--- config.mk ---
export PLATFORM = sky130hd
export DESIGN_NAME = line_edit_buffer_unit
export DESIGN_NICKNAME = d
export VERILOG_FILES = /design/src/leb_pkg.sv /design/src/leb_ctrl.sv /design/src/leb_datapath.sv /design/src/line_edit_buffer_unit.sv
export VERILOG_INCLUDE_DIRS = /design/src /design/src/src
export SDC_FILE = /design/constraint.sdc
export NUM_CORES = 2
export LEC_CHECK = 0
export ABC_AREA = 1
export BUFFER_PORTS_ARGS = -buffer_cell sky130_fd_sc_hd__buf_2
export CAP_MARGIN = 20
export CELL_PAD_IN_SITES_DETAIL_PLACEMENT = 1
export CELL_PAD_IN_SITES_GLOBAL_PLACEMENT = 1
export CORE_UTILIZATION = 40
export CTS_BUF_LIST = sky130_fd_sc_hd__clkbuf_16
export DETAILED_ROUTE_END_ITERATION = 6
export PLACE_DENSITY_LB_ADDON = 0.1
export SYNTH_ARGS = -nofsm -noshare
export SYNTH_HDL_FRONTEND = slang
export SYNTH_SLANG_ARGS = --single-unit
--- constraint.sdc ---
create_clock -name aclk -period 8.2 [get_ports aclk]
set_input_delay 0 -clock aclk [delete_from_list [all_inputs] [get_ports aclk]]
set_output_delay 0 -clock aclk [all_outputs]
set_load 0.01 [all_outputs]
--- src/line_edit_buffer_unit_assert.svh ---
// Assertion macros for the line edit buffer.
// Each macro takes a label, a clock, a reset (active low), an antecedent and a consequent.
`ifndef LINE_EDIT_BUFFER_UNIT_ASSERT_SVH
`define LINE_EDIT_BUFFER_UNIT_ASSERT_SVH

`ifndef NO_ASSERTIONS

// Same-cycle implication.
`define LEB_ASSERT_SAME(label, clk, rstn, ante, cons) \
    label: assert property (@(posedge clk) disable iff (!(rstn)) (ante) |-> (cons)) \
        else $error("line edit buffer: same-cycle check failed");

// Next-cycle implication.
`define LEB_ASSERT_NEXT(label, clk, rstn, ante, cons) \
    label: assert property (@(posedge clk) disable iff (!(rstn)) (ante) |=> (cons)) \
        else $error("line edit buffer: next-cycle check failed");

`else

`define LEB_ASSERT_SAME(label, clk, rstn, ante, cons)
`define LEB_ASSERT_NEXT(label, clk, rstn, ante, cons)

`endif

`endif

--- src/leb_pkg.sv ---
package leb_pkg;

    localparam int unsigned DEPTH_DEF = 128;

    typedef enum logic [3:0] {
        OP_INSERT    = 4'd0,
        OP_BACKSPACE = 4'd1,
        OP_DELETE    = 4'd2,
        OP_LEFT      = 4'd3,
        OP_RIGHT     = 4'd4,
        OP_HOME      = 4'd5,
        OP_END       = 4'd6,
        OP_CLEAR     = 4'd7,
        OP_READ      = 4'd8
    } op_t;

    typedef enum logic [2:0] {
        ST_IDLE,
        ST_DECODE,
        ST_SHIFT,
        ST_DRAIN,
        ST_COMMIT
    } state_t;

    typedef struct packed {
        logic [3:0] op;
        logic [7:0] char_in;
        logic [6:0] read_index;
    } in_word_t;

    typedef struct packed {
        logic       ok;
        logic [7:0] char_out;
        logic [6:0] line_length;
        logic [6:0] cursor_pos;
    } out_word_t;

    // Controller to datapath
    typedef struct packed {
        logic item_load;
        logic ptr_load;
        logic shift_step;
        logic rd_issue;
        logic commit;
    } cmd_t;

    // Datapath to controller
    typedef struct packed {
        logic is_shift;
        logic is_read;
        logic more;
        logic res_free;
    } status_t;

endpackage

--- src/leb_ctrl.sv ---
module leb_ctrl (
    input  logic             aclk,
    input  logic             aresetn,
    input  logic             s_valid,
    output logic             s_ready,
    input  leb_pkg::status_t status,
    output leb_pkg::cmd_t    cmd
);
    import leb_pkg::*;

    state_t state_reg, state_next;

    always_ff @(posedge aclk) begin
        if (!aresetn) begin
            state_reg <= ST_IDLE;
        end else begin
            state_reg <= state_next;
        end
    end

    always_comb begin
        state_next = state_reg;
        cmd        = '0;
        s_ready    = 1'b0;
        unique case (state_reg)
            ST_IDLE: begin
                s_ready = 1'b1;
                if (s_valid) begin
                    cmd.item_load = 1'b1;
                    state_next    = ST_DECODE;
                end
            end
            ST_DECODE: begin
                priority if (status.is_shift) begin
                    cmd.ptr_load = 1'b1;
                    state_next   = ST_SHIFT;
                end else if (status.is_read) begin
                    cmd.rd_issue = 1'b1;
                    state_next   = ST_DRAIN;
                end else begin
                    state_next = ST_COMMIT;
                end
            end
            ST_SHIFT: begin
                if (status.more) begin
                    cmd.shift_step = 1'b1;
                end else begin
                    state_next = ST_DRAIN;
                end
            end
            ST_DRAIN: begin
                // last moved byte landed at the previous edge; go on to commit
                state_next = ST_COMMIT;
            end
            ST_COMMIT: begin
                if (status.res_free) begin
                    cmd.commit = 1'b1;
                    state_next = ST_IDLE;
                end
            end
            default: begin
                state_next = ST_IDLE;
            end
        endcase
    end

endmodule

--- src/leb_datapath.sv ---
module leb_datapath #(
    parameter int unsigned DEPTH = leb_pkg::DEPTH_DEF
) (
    input  logic               aclk,
    input  logic               aresetn,
    input  leb_pkg::in_word_t  s_data,
    input  leb_pkg::cmd_t      cmd,
    output leb_pkg::status_t   status,
    output logic               m_valid,
    input  logic               m_ready,
    output leb_pkg::out_word_t m_data
);
    import leb_pkg::*;

    localparam int unsigned AW = (DEPTH > 1) ? $clog2(DEPTH) : 1;
    localparam int unsigned CW = (AW > 7) ? AW : 7;

    logic [7:0]    line_mem [DEPTH];
    logic [7:0]    rd_data_reg;

    in_word_t      item_reg;
    logic [AW-1:0] length_reg, length_next;
    logic [AW-1:0] cursor_reg, cursor_next;
    logic [AW-1:0] ptr_reg, ptr_next;
    logic          pend_reg;
    logic [AW-1:0] mv_addr_reg;
    logic          m_valid_reg;
    out_word_t     result_reg;

    logic          op_ok;
    logic          is_ins;
    logic          is_bksp;
    logic          mem_we;
    logic [AW-1:0] mem_wa;
    logic [7:0]    mem_wd;
    logic          mem_re;
    logic [AW-1:0] mem_ra;

    assign is_ins  = (item_reg.op == OP_INSERT);
    assign is_bksp = (item_reg.op == OP_BACKSPACE);

    // Decide whether the held op takes effect.
    always_comb begin
        op_ok = 1'b0;
        unique case (item_reg.op)
            OP_INSERT:    op_ok = ((AW+1)'({1'b0, length_reg}) + (AW+1)'(1)) < (AW+1)'(DEPTH);
            OP_BACKSPACE: op_ok = (cursor_reg != '0);
            OP_DELETE:    op_ok = (cursor_reg < length_reg);
            OP_LEFT:      op_ok = (cursor_reg != '0);
            OP_RIGHT:     op_ok = (cursor_reg < length_reg);
            OP_HOME,
            OP_END,
            OP_CLEAR:     op_ok = 1'b1;
            OP_READ:      op_ok = CW'(item_reg.read_index) < CW'(length_reg);
            default:      op_ok = 1'b0;
        endcase
    end

    always_comb begin
        status.is_shift = op_ok && (is_ins || is_bksp || item_reg.op == OP_DELETE);
        status.is_read  = op_ok && (item_reg.op == OP_READ);
        if (is_ins) begin
            status.more = (ptr_reg > cursor_reg);
        end else begin
            status.more = ((AW+1)'({1'b0, ptr_reg}) + (AW+1)'(1)) < (AW+1)'({1'b0, length_reg});
        end
        status.res_free = !m_valid_reg || m_ready;
    end

    // Pointer walk: insert walks down from the end, removals walk up.
    always_comb begin
        ptr_next = ptr_reg;
        if (cmd.ptr_load) begin
            priority if (is_ins) begin
                ptr_next = length_reg;
            end else if (is_bksp) begin
                ptr_next = cursor_reg - AW'(1);
            end else begin
                ptr_next = cursor_reg;
            end
        end else if (cmd.shift_step) begin
            ptr_next = is_ins ? (ptr_reg - AW'(1)) : (ptr_reg + AW'(1));
        end
    end

    // Memory port selection
    always_comb begin
        mem_re = cmd.shift_step || cmd.rd_issue;
        if (cmd.shift_step) begin
            mem_ra = is_ins ? (ptr_reg - AW'(1)) : (ptr_reg + AW'(1));
        end else begin
            mem_ra = AW'(item_reg.read_index);
        end
        if (pend_reg) begin
            mem_we = 1'b1;
            mem_wa = mv_addr_reg;
            mem_wd = rd_data_reg;
        end else begin
            mem_we = cmd.commit && op_ok && is_ins;
            mem_wa = cursor_reg;
            mem_wd = item_reg.char_in;
        end
    end

    always_ff @(posedge aclk) begin
        if (mem_we) begin
            line_mem[mem_wa] <= mem_wd;
        end
        if (mem_re) begin
            rd_data_reg <= line_mem[mem_ra];
        end
    end

    // Length and cursor after the held op
    always_comb begin
        length_next = length_reg;
        cursor_next = cursor_reg;
        if (op_ok) begin
            unique case (item_reg.op)
                OP_INSERT: begin
                    length_next = length_reg + AW'(1);
                    cursor_next = cursor_reg + AW'(1);
                end
                OP_BACKSPACE: begin
                    length_next = length_reg - AW'(1);
                    cursor_next = cursor_reg - AW'(1);
                end
                OP_DELETE: length_next = length_reg - AW'(1);
                OP_LEFT:   cursor_next = cursor_reg - AW'(1);
                OP_RIGHT:  cursor_next = cursor_reg + AW'(1);
                OP_HOME:   cursor_next = '0;
                OP_END:    cursor_next = length_reg;
                OP_CLEAR: begin
                    length_next = '0;
                    cursor_next = '0;
                end
                default: begin
                    length_next = length_reg;
                    cursor_next = cursor_reg;
                end
            endcase
        end
    end

    always_ff @(posedge aclk) begin
        if (!aresetn) begin
            length_reg  <= '0;
            cursor_reg  <= '0;
            pend_reg    <= 1'b0;
            m_valid_reg <= 1'b0;
        end else begin
            pend_reg <= cmd.shift_step;
            if (cmd.commit) begin
                length_reg  <= length_next;
                cursor_reg  <= cursor_next;
                m_valid_reg <= 1'b1;
            end else if (m_ready) begin
                m_valid_reg <= 1'b0;
            end
        end
    end

    always_ff @(posedge aclk) begin
        if (cmd.item_load) begin
            item_reg <= s_data;
        end
        ptr_reg <= ptr_next;
        if (cmd.shift_step) begin
            mv_addr_reg <= ptr_reg;
        end
        if (cmd.commit) begin
            result_reg.ok          <= op_ok;
            result_reg.char_out    <= (op_ok && item_reg.op == OP_READ) ? rd_data_reg : 8'd0;
            result_reg.line_length <= 7'(length_next);
            result_reg.cursor_pos  <= 7'(cursor_next);
        end
    end

    assign m_valid = m_valid_reg;
    assign m_data  = result_reg;

endmodule

--- src/line_edit_buffer_unit.sv ---
// Channel   Dir  Word         Handshake
// s_        in   in_word_t    s_valid / s_ready   edit command: op, char_in, read_index
// m_        out  out_word_t   m_valid / m_ready   result: ok, char_out, line_length, cursor_pos
//
// One word at a time. Cursor moves, home, end, clear and refused edits go from decode to commit;
// read issues its memory read in decode and goes through drain to commit. Insert and
// removals move the tail through the line memory (one read and one write port) one byte per
// cycle in the shift state, then drain the last move and commit. The next word is taken from
// the cycle the result first shows. Reset (aresetn, synchronous, active low) empties the line;
// the memory is not cleared. A stalled result holds in the output register while the next
// word is taken; its commit waits only if the register is still full.
`include "line_edit_buffer_unit_assert.svh"

module line_edit_buffer_unit #(
    parameter int unsigned DEPTH = leb_pkg::DEPTH_DEF
) (
    input  logic               aclk,
    input  logic               aresetn,
    input  logic               s_valid,
    output logic               s_ready,
    input  leb_pkg::in_word_t  s_data,
    output logic               m_valid,
    input  logic               m_ready,
    output leb_pkg::out_word_t m_data
);
    import leb_pkg::*;

    cmd_t    cmd;
    status_t status;

    // Sequence each word: decode, walk the tail for shifting edits, drain the last move or read, commit.
    leb_ctrl u_ctrl (
        .aclk    (aclk),
        .aresetn (aresetn),
        .s_valid (s_valid),
        .s_ready (s_ready),
        .status  (status),
        .cmd     (cmd)
    );

    // Hold the line memory, length, cursor and the result register.
    leb_datapath #(
        .DEPTH (DEPTH)
    ) u_datapath (
        .aclk    (aclk),
        .aresetn (aresetn),
        .s_data  (s_data),
        .cmd     (cmd),
        .status  (status),
        .m_valid (m_valid),
        .m_ready (m_ready),
        .m_data  (m_data)
    );

    // A word just taken keeps the input closed until its result commits.
    `LEB_ASSERT_NEXT(a_busy_after_accept, aclk, aresetn, s_valid && s_ready, !s_ready)
    // Commit only into a free result register.
    `LEB_ASSERT_SAME(a_commit_free, aclk, aresetn, cmd.commit, status.res_free)
    // Every commit shows a result on the next cycle.
    `LEB_ASSERT_NEXT(a_commit_shows, aclk, aresetn, cmd.commit, m_valid)
    // Move a byte only while the walk still has work.
    `LEB_ASSERT_SAME(a_step_needed, aclk, aresetn, cmd.shift_step, status.more && !s_ready)

endmodule
==> key figures <==
Die
  • Die height: 356 microns
  • Die Span X: around 360 microns
  • Rows: 129
  • I/O pins: between 40 and 50
  • Initial Utilization: between 40% and 50%
  • Core Area: 124000 sq um
  • Full die area: 126000 sq um

Layout
  • Multi-input logic area: 12200 sq um
  • Commonest non-fill, non-tap cells in the layout: 1244 x nand2_1, 1088 x edfxtp_1, 1030 x inv_1
  • Layout cell share with drive strength beyond 1: about 6.1%
  • Commonest non-fill, non-tap cell in the layout: nand2_1
  • Filler cell count in the final layout: 13.7k
  • Diode count: 0
  • # nets final: 5098
  • Max reg flops: 1024
  • Final core occ: between 40% and 50%
  • Register area: between 30000 and 40000 sq um
  • Synthesis-to-layout area growth: 12.7%

Timing
  • Setup TNS: 0 ns
  • Setup violators final: 0
  • RSZ-0062 raised after global routing: no
  • Worst slew pin tran: about 1.2 ns
  • Final Hold Fails: 0
  • Clock Skews: 0.0215 ns
  • Final period util: between 70% and 80%
  • Fin. max-slew vios: 0
  • Fmax: ~160 MHz
  • Post-route minimum period: about 6.2 ns
  • Slew HR: approximately 22%

CTS
  • Max Buffers Root-to-Sink: 3
  • Root Driver: clkbuf_16
  • CTS Buf Count: roughly 130
  • CTS H-tree lvls: 4
  • CTS Hold Bufs: 43
  • Clock latency on the worst-skew pair: just under 0.8 ns
  • Post-CTS Repair Setup Buffers: 0
  • CTS sink cnt: approximately 1.1k
  • Post_cts resized: 0
  • CTS tree: yes
  • Clock Pin Slew Worst Setup and Hold Paths: approximately 0.06 ns

Worst setup path
  • Critical path class: register to register
  • Crit-path max cell delay: approximately 0.77 ns
  • Critical path required time: 8.71 ns
  • Most frequent CP cell: nand2_1
  • Bufs and invs on worst path: 1
  • Critical Path AT: roughly 6.7 ns
  • Worst R2R Path Depth: 24
  • Slowest-stage cell, CP: nand2_8
  • Crit-path cells: ha_1, nand3_1, nand3b_1, xor2_1, ha_1, nand2_1, nand2_1, nor2_1, nand2_1, nand2_2, nand3_2, nand2_2, nand2_8, buf_12, nand2_1, nand2_1, nand2_1, nand3_1, nand3_1, nand3_1, nand3_1, nand2_1, nand2_1, nand2_1
  • CP delay by family, top: simple AND/OR/NAND/NOR gates
  • Crit path max fanout: roughly 140
  • Register-to-Register Setup Slack: around 2.0 ns
  • CP Launch Type: register
  • RR Endpoint: u_datapath.rd_data_reg[0]$_DFFE_PP_
  • Reg2reg start: u_datapath.ptr_reg[0]$_DFFE_PP_
  • CP Capture Type: register

Yosys
  • Synth Cell Area: approximately 50000 sq um
  • Syn avg cell area: around 10 sq um
  • Post-synthesis sequential area ratio: between 60% and 70%
  • Syn Nets: ~5.1k
  • Ys flop type: edfxtp_1
  • #FFs+latches synth: 1107
  • Post-synth EDFFs: around 1.1k
  • Synth warn: 0
  • Post-synth ARST share: 0%
  • Distinct cells, synth: 47
  • Cells after synthesis: ~5.0k

Global routing
  • Initial antenna violation count: 3
  • Gr usage total: roughly 25%
  • Gr ovfl total: 0
  • Largest net degree at the start of global routing: 141
  • First-pass GRT wire length: 231 mm
  • Vias in the first global route: approximately 36k

Min path
  • Hold path cells: 5
  • Hold Path End: u_datapath.m_valid$_SDFFE_PN0P_
  • HP Class: primary input to register
  • Hold_sp: m_ready

Detailed routing
  • DR pass1 iterations: 5
  • Vias: about 35k
  • Drc violations: 0
  • Iter 0 DRT Violations: about 2.6k
  • Post-DR vias/cell: between 5 and 6
  • DR WL/cell: 22.8 microns
  • Routed wire length: between 150 and 200 mm
  • Antenna-violating nets left: 0

Run status
  • Status: completed

Job
  • Max-Cap Viols: 0

Pwr
  • P_int: between 9 and 10 mW
  • Clock Power Share: between 40 and 50%
  • Sequential share of power: between 40% and 50%
  • Logic pwr share: about a tenth
  • Cell Pwr Density: 237 nW/um^2
  • Psw: approximately 3.5 mW
  • LEAKAGE: 23.9 nW
  • Switching portion of total power: roughly a quarter
  • Max VDD drop: ~0.00021 V

Placement
  • GPL Wtd Cong: between 0.8 and 0.9
  • Post-DP HPWL: ~89 mm
  • I/O Buffers: between 40 and 50
## layout make-up
cell class | count | share of cell area (%)
clock buffers | 136 | 6.03
clock inverters | 101 | 1.25
multi-input cells | 2643 | 21.6
repair buffers | 144 | 2.17
flip-flops and latches | 1107 | 58.6
inverters | 1008 | 6.71
well taps | 1637 | 3.63
## Yosys cell counts, types with 12 or more instances
master       n  area share, %
clkbuf_1    41           0.31
buf_2      179            1.8
nand2_1   1248            9.4
a21oi_1     39           0.39
nand3_1    975            9.8
buf_4       12           0.18
xor2_1      18           0.32
inv_1     1001            7.5
o211ai_1    15           0.23
dfxtp_1     19           0.76
edfxtp_1  1088             65
o21ai_0     61           0.61
nor2_1     181            1.4
ha_1        38           0.95
## worst min-delay path, cell delays in order
cell,delay [ns]
dlygate4sd3_1,0.53
buf_2,0.11
nor2_1,0.05
inv_1,0.06
a21oi_1,0.06
## power by group through the flow
stage	sequential [mW]	clock (mW)	combinational, mW
after floorplan	6.49	0	0.826
after global placement	6.45	0	1.39
after detailed placement	6.45	0	1.41
after CTS	6.33	5.75	1.42
after global routing	6.33	5.93	1.54
final	6.33	5.64	1.41
## layer usage
metal / wire (microns) / track usage (%)
met2: 72900 / 40.2
met5: 0 / 0
met1: 69800 / 33.8
met3: 8240 / 4.55
met4: 3870 / 7.31
## worst max path at each step
stage / start / end / slack [ns] / depth (start not counted)
floorplan: u_datapath.pend_reg$_SDFF_PN0_ / u_datapath.line_mem[0][5]$_DFFE_PP_ / 1.14 / 4
global placement: u_datapath.ptr_reg[0]$_DFFE_PP_ / u_datapath.rd_data_reg[4]$_DFFE_PP_ / 2.18 / 23
detailed placement: u_datapath.ptr_reg[0]$_DFFE_PP_ / u_datapath.rd_data_reg[0]$_DFFE_PP_ / 2.08 / 24
CTS: u_datapath.ptr_reg[0]$_DFFE_PP_ / u_datapath.rd_data_reg[0]$_DFFE_PP_ / 2.05 / 24
global route: u_datapath.ptr_reg[0]$_DFFE_PP_ / u_datapath.rd_data_reg[0]$_DFFE_PP_ / 1.61 / 24
finish: u_datapath.ptr_reg[0]$_DFFE_PP_ / u_datapath.rd_data_reg[0]$_DFFE_PP_ / 2.03 / 24
## logic make-up after synthesis
kind of cell / count (synthesis) / synth area share [%]
buffers and inverters: 1248 / 9.92
XOR/XNOR: 23 / 0.403
AO/OA/AOI/OAI: 139 / 1.60
adder cells (fa/ha/maj): 40 / 1.03
AND/OR/NAND/NOR: 2438 / 20.9
multiplexers: 3 / 0.0600
flip-flops: 1107 / 66.1
## metrics by stage
stage / instances / power, mW / instance area (sq um) / setup slack (ns) / hold slack, ns
3_5_place_dp: 6496 / 7.86 / 51900 / 2.08 / 0.178
4_1_cts: 6776 / 13.5 / 56400 / 2.05 / 0.0263
5_1_grt: 6776 / 13.8 / 56400 / 1.61 / 0.122
2_1_floorplan: 4998 / 7.32 / 50000 / 1.14 / 0.0976
6_report: 6776 / 13.4 / 56400 / 2.03 / 0.0979
3_3_place_gp: 6496 / 7.84 / 51900 / 2.18 / 0.178
(Power assumes the default switching activity.)
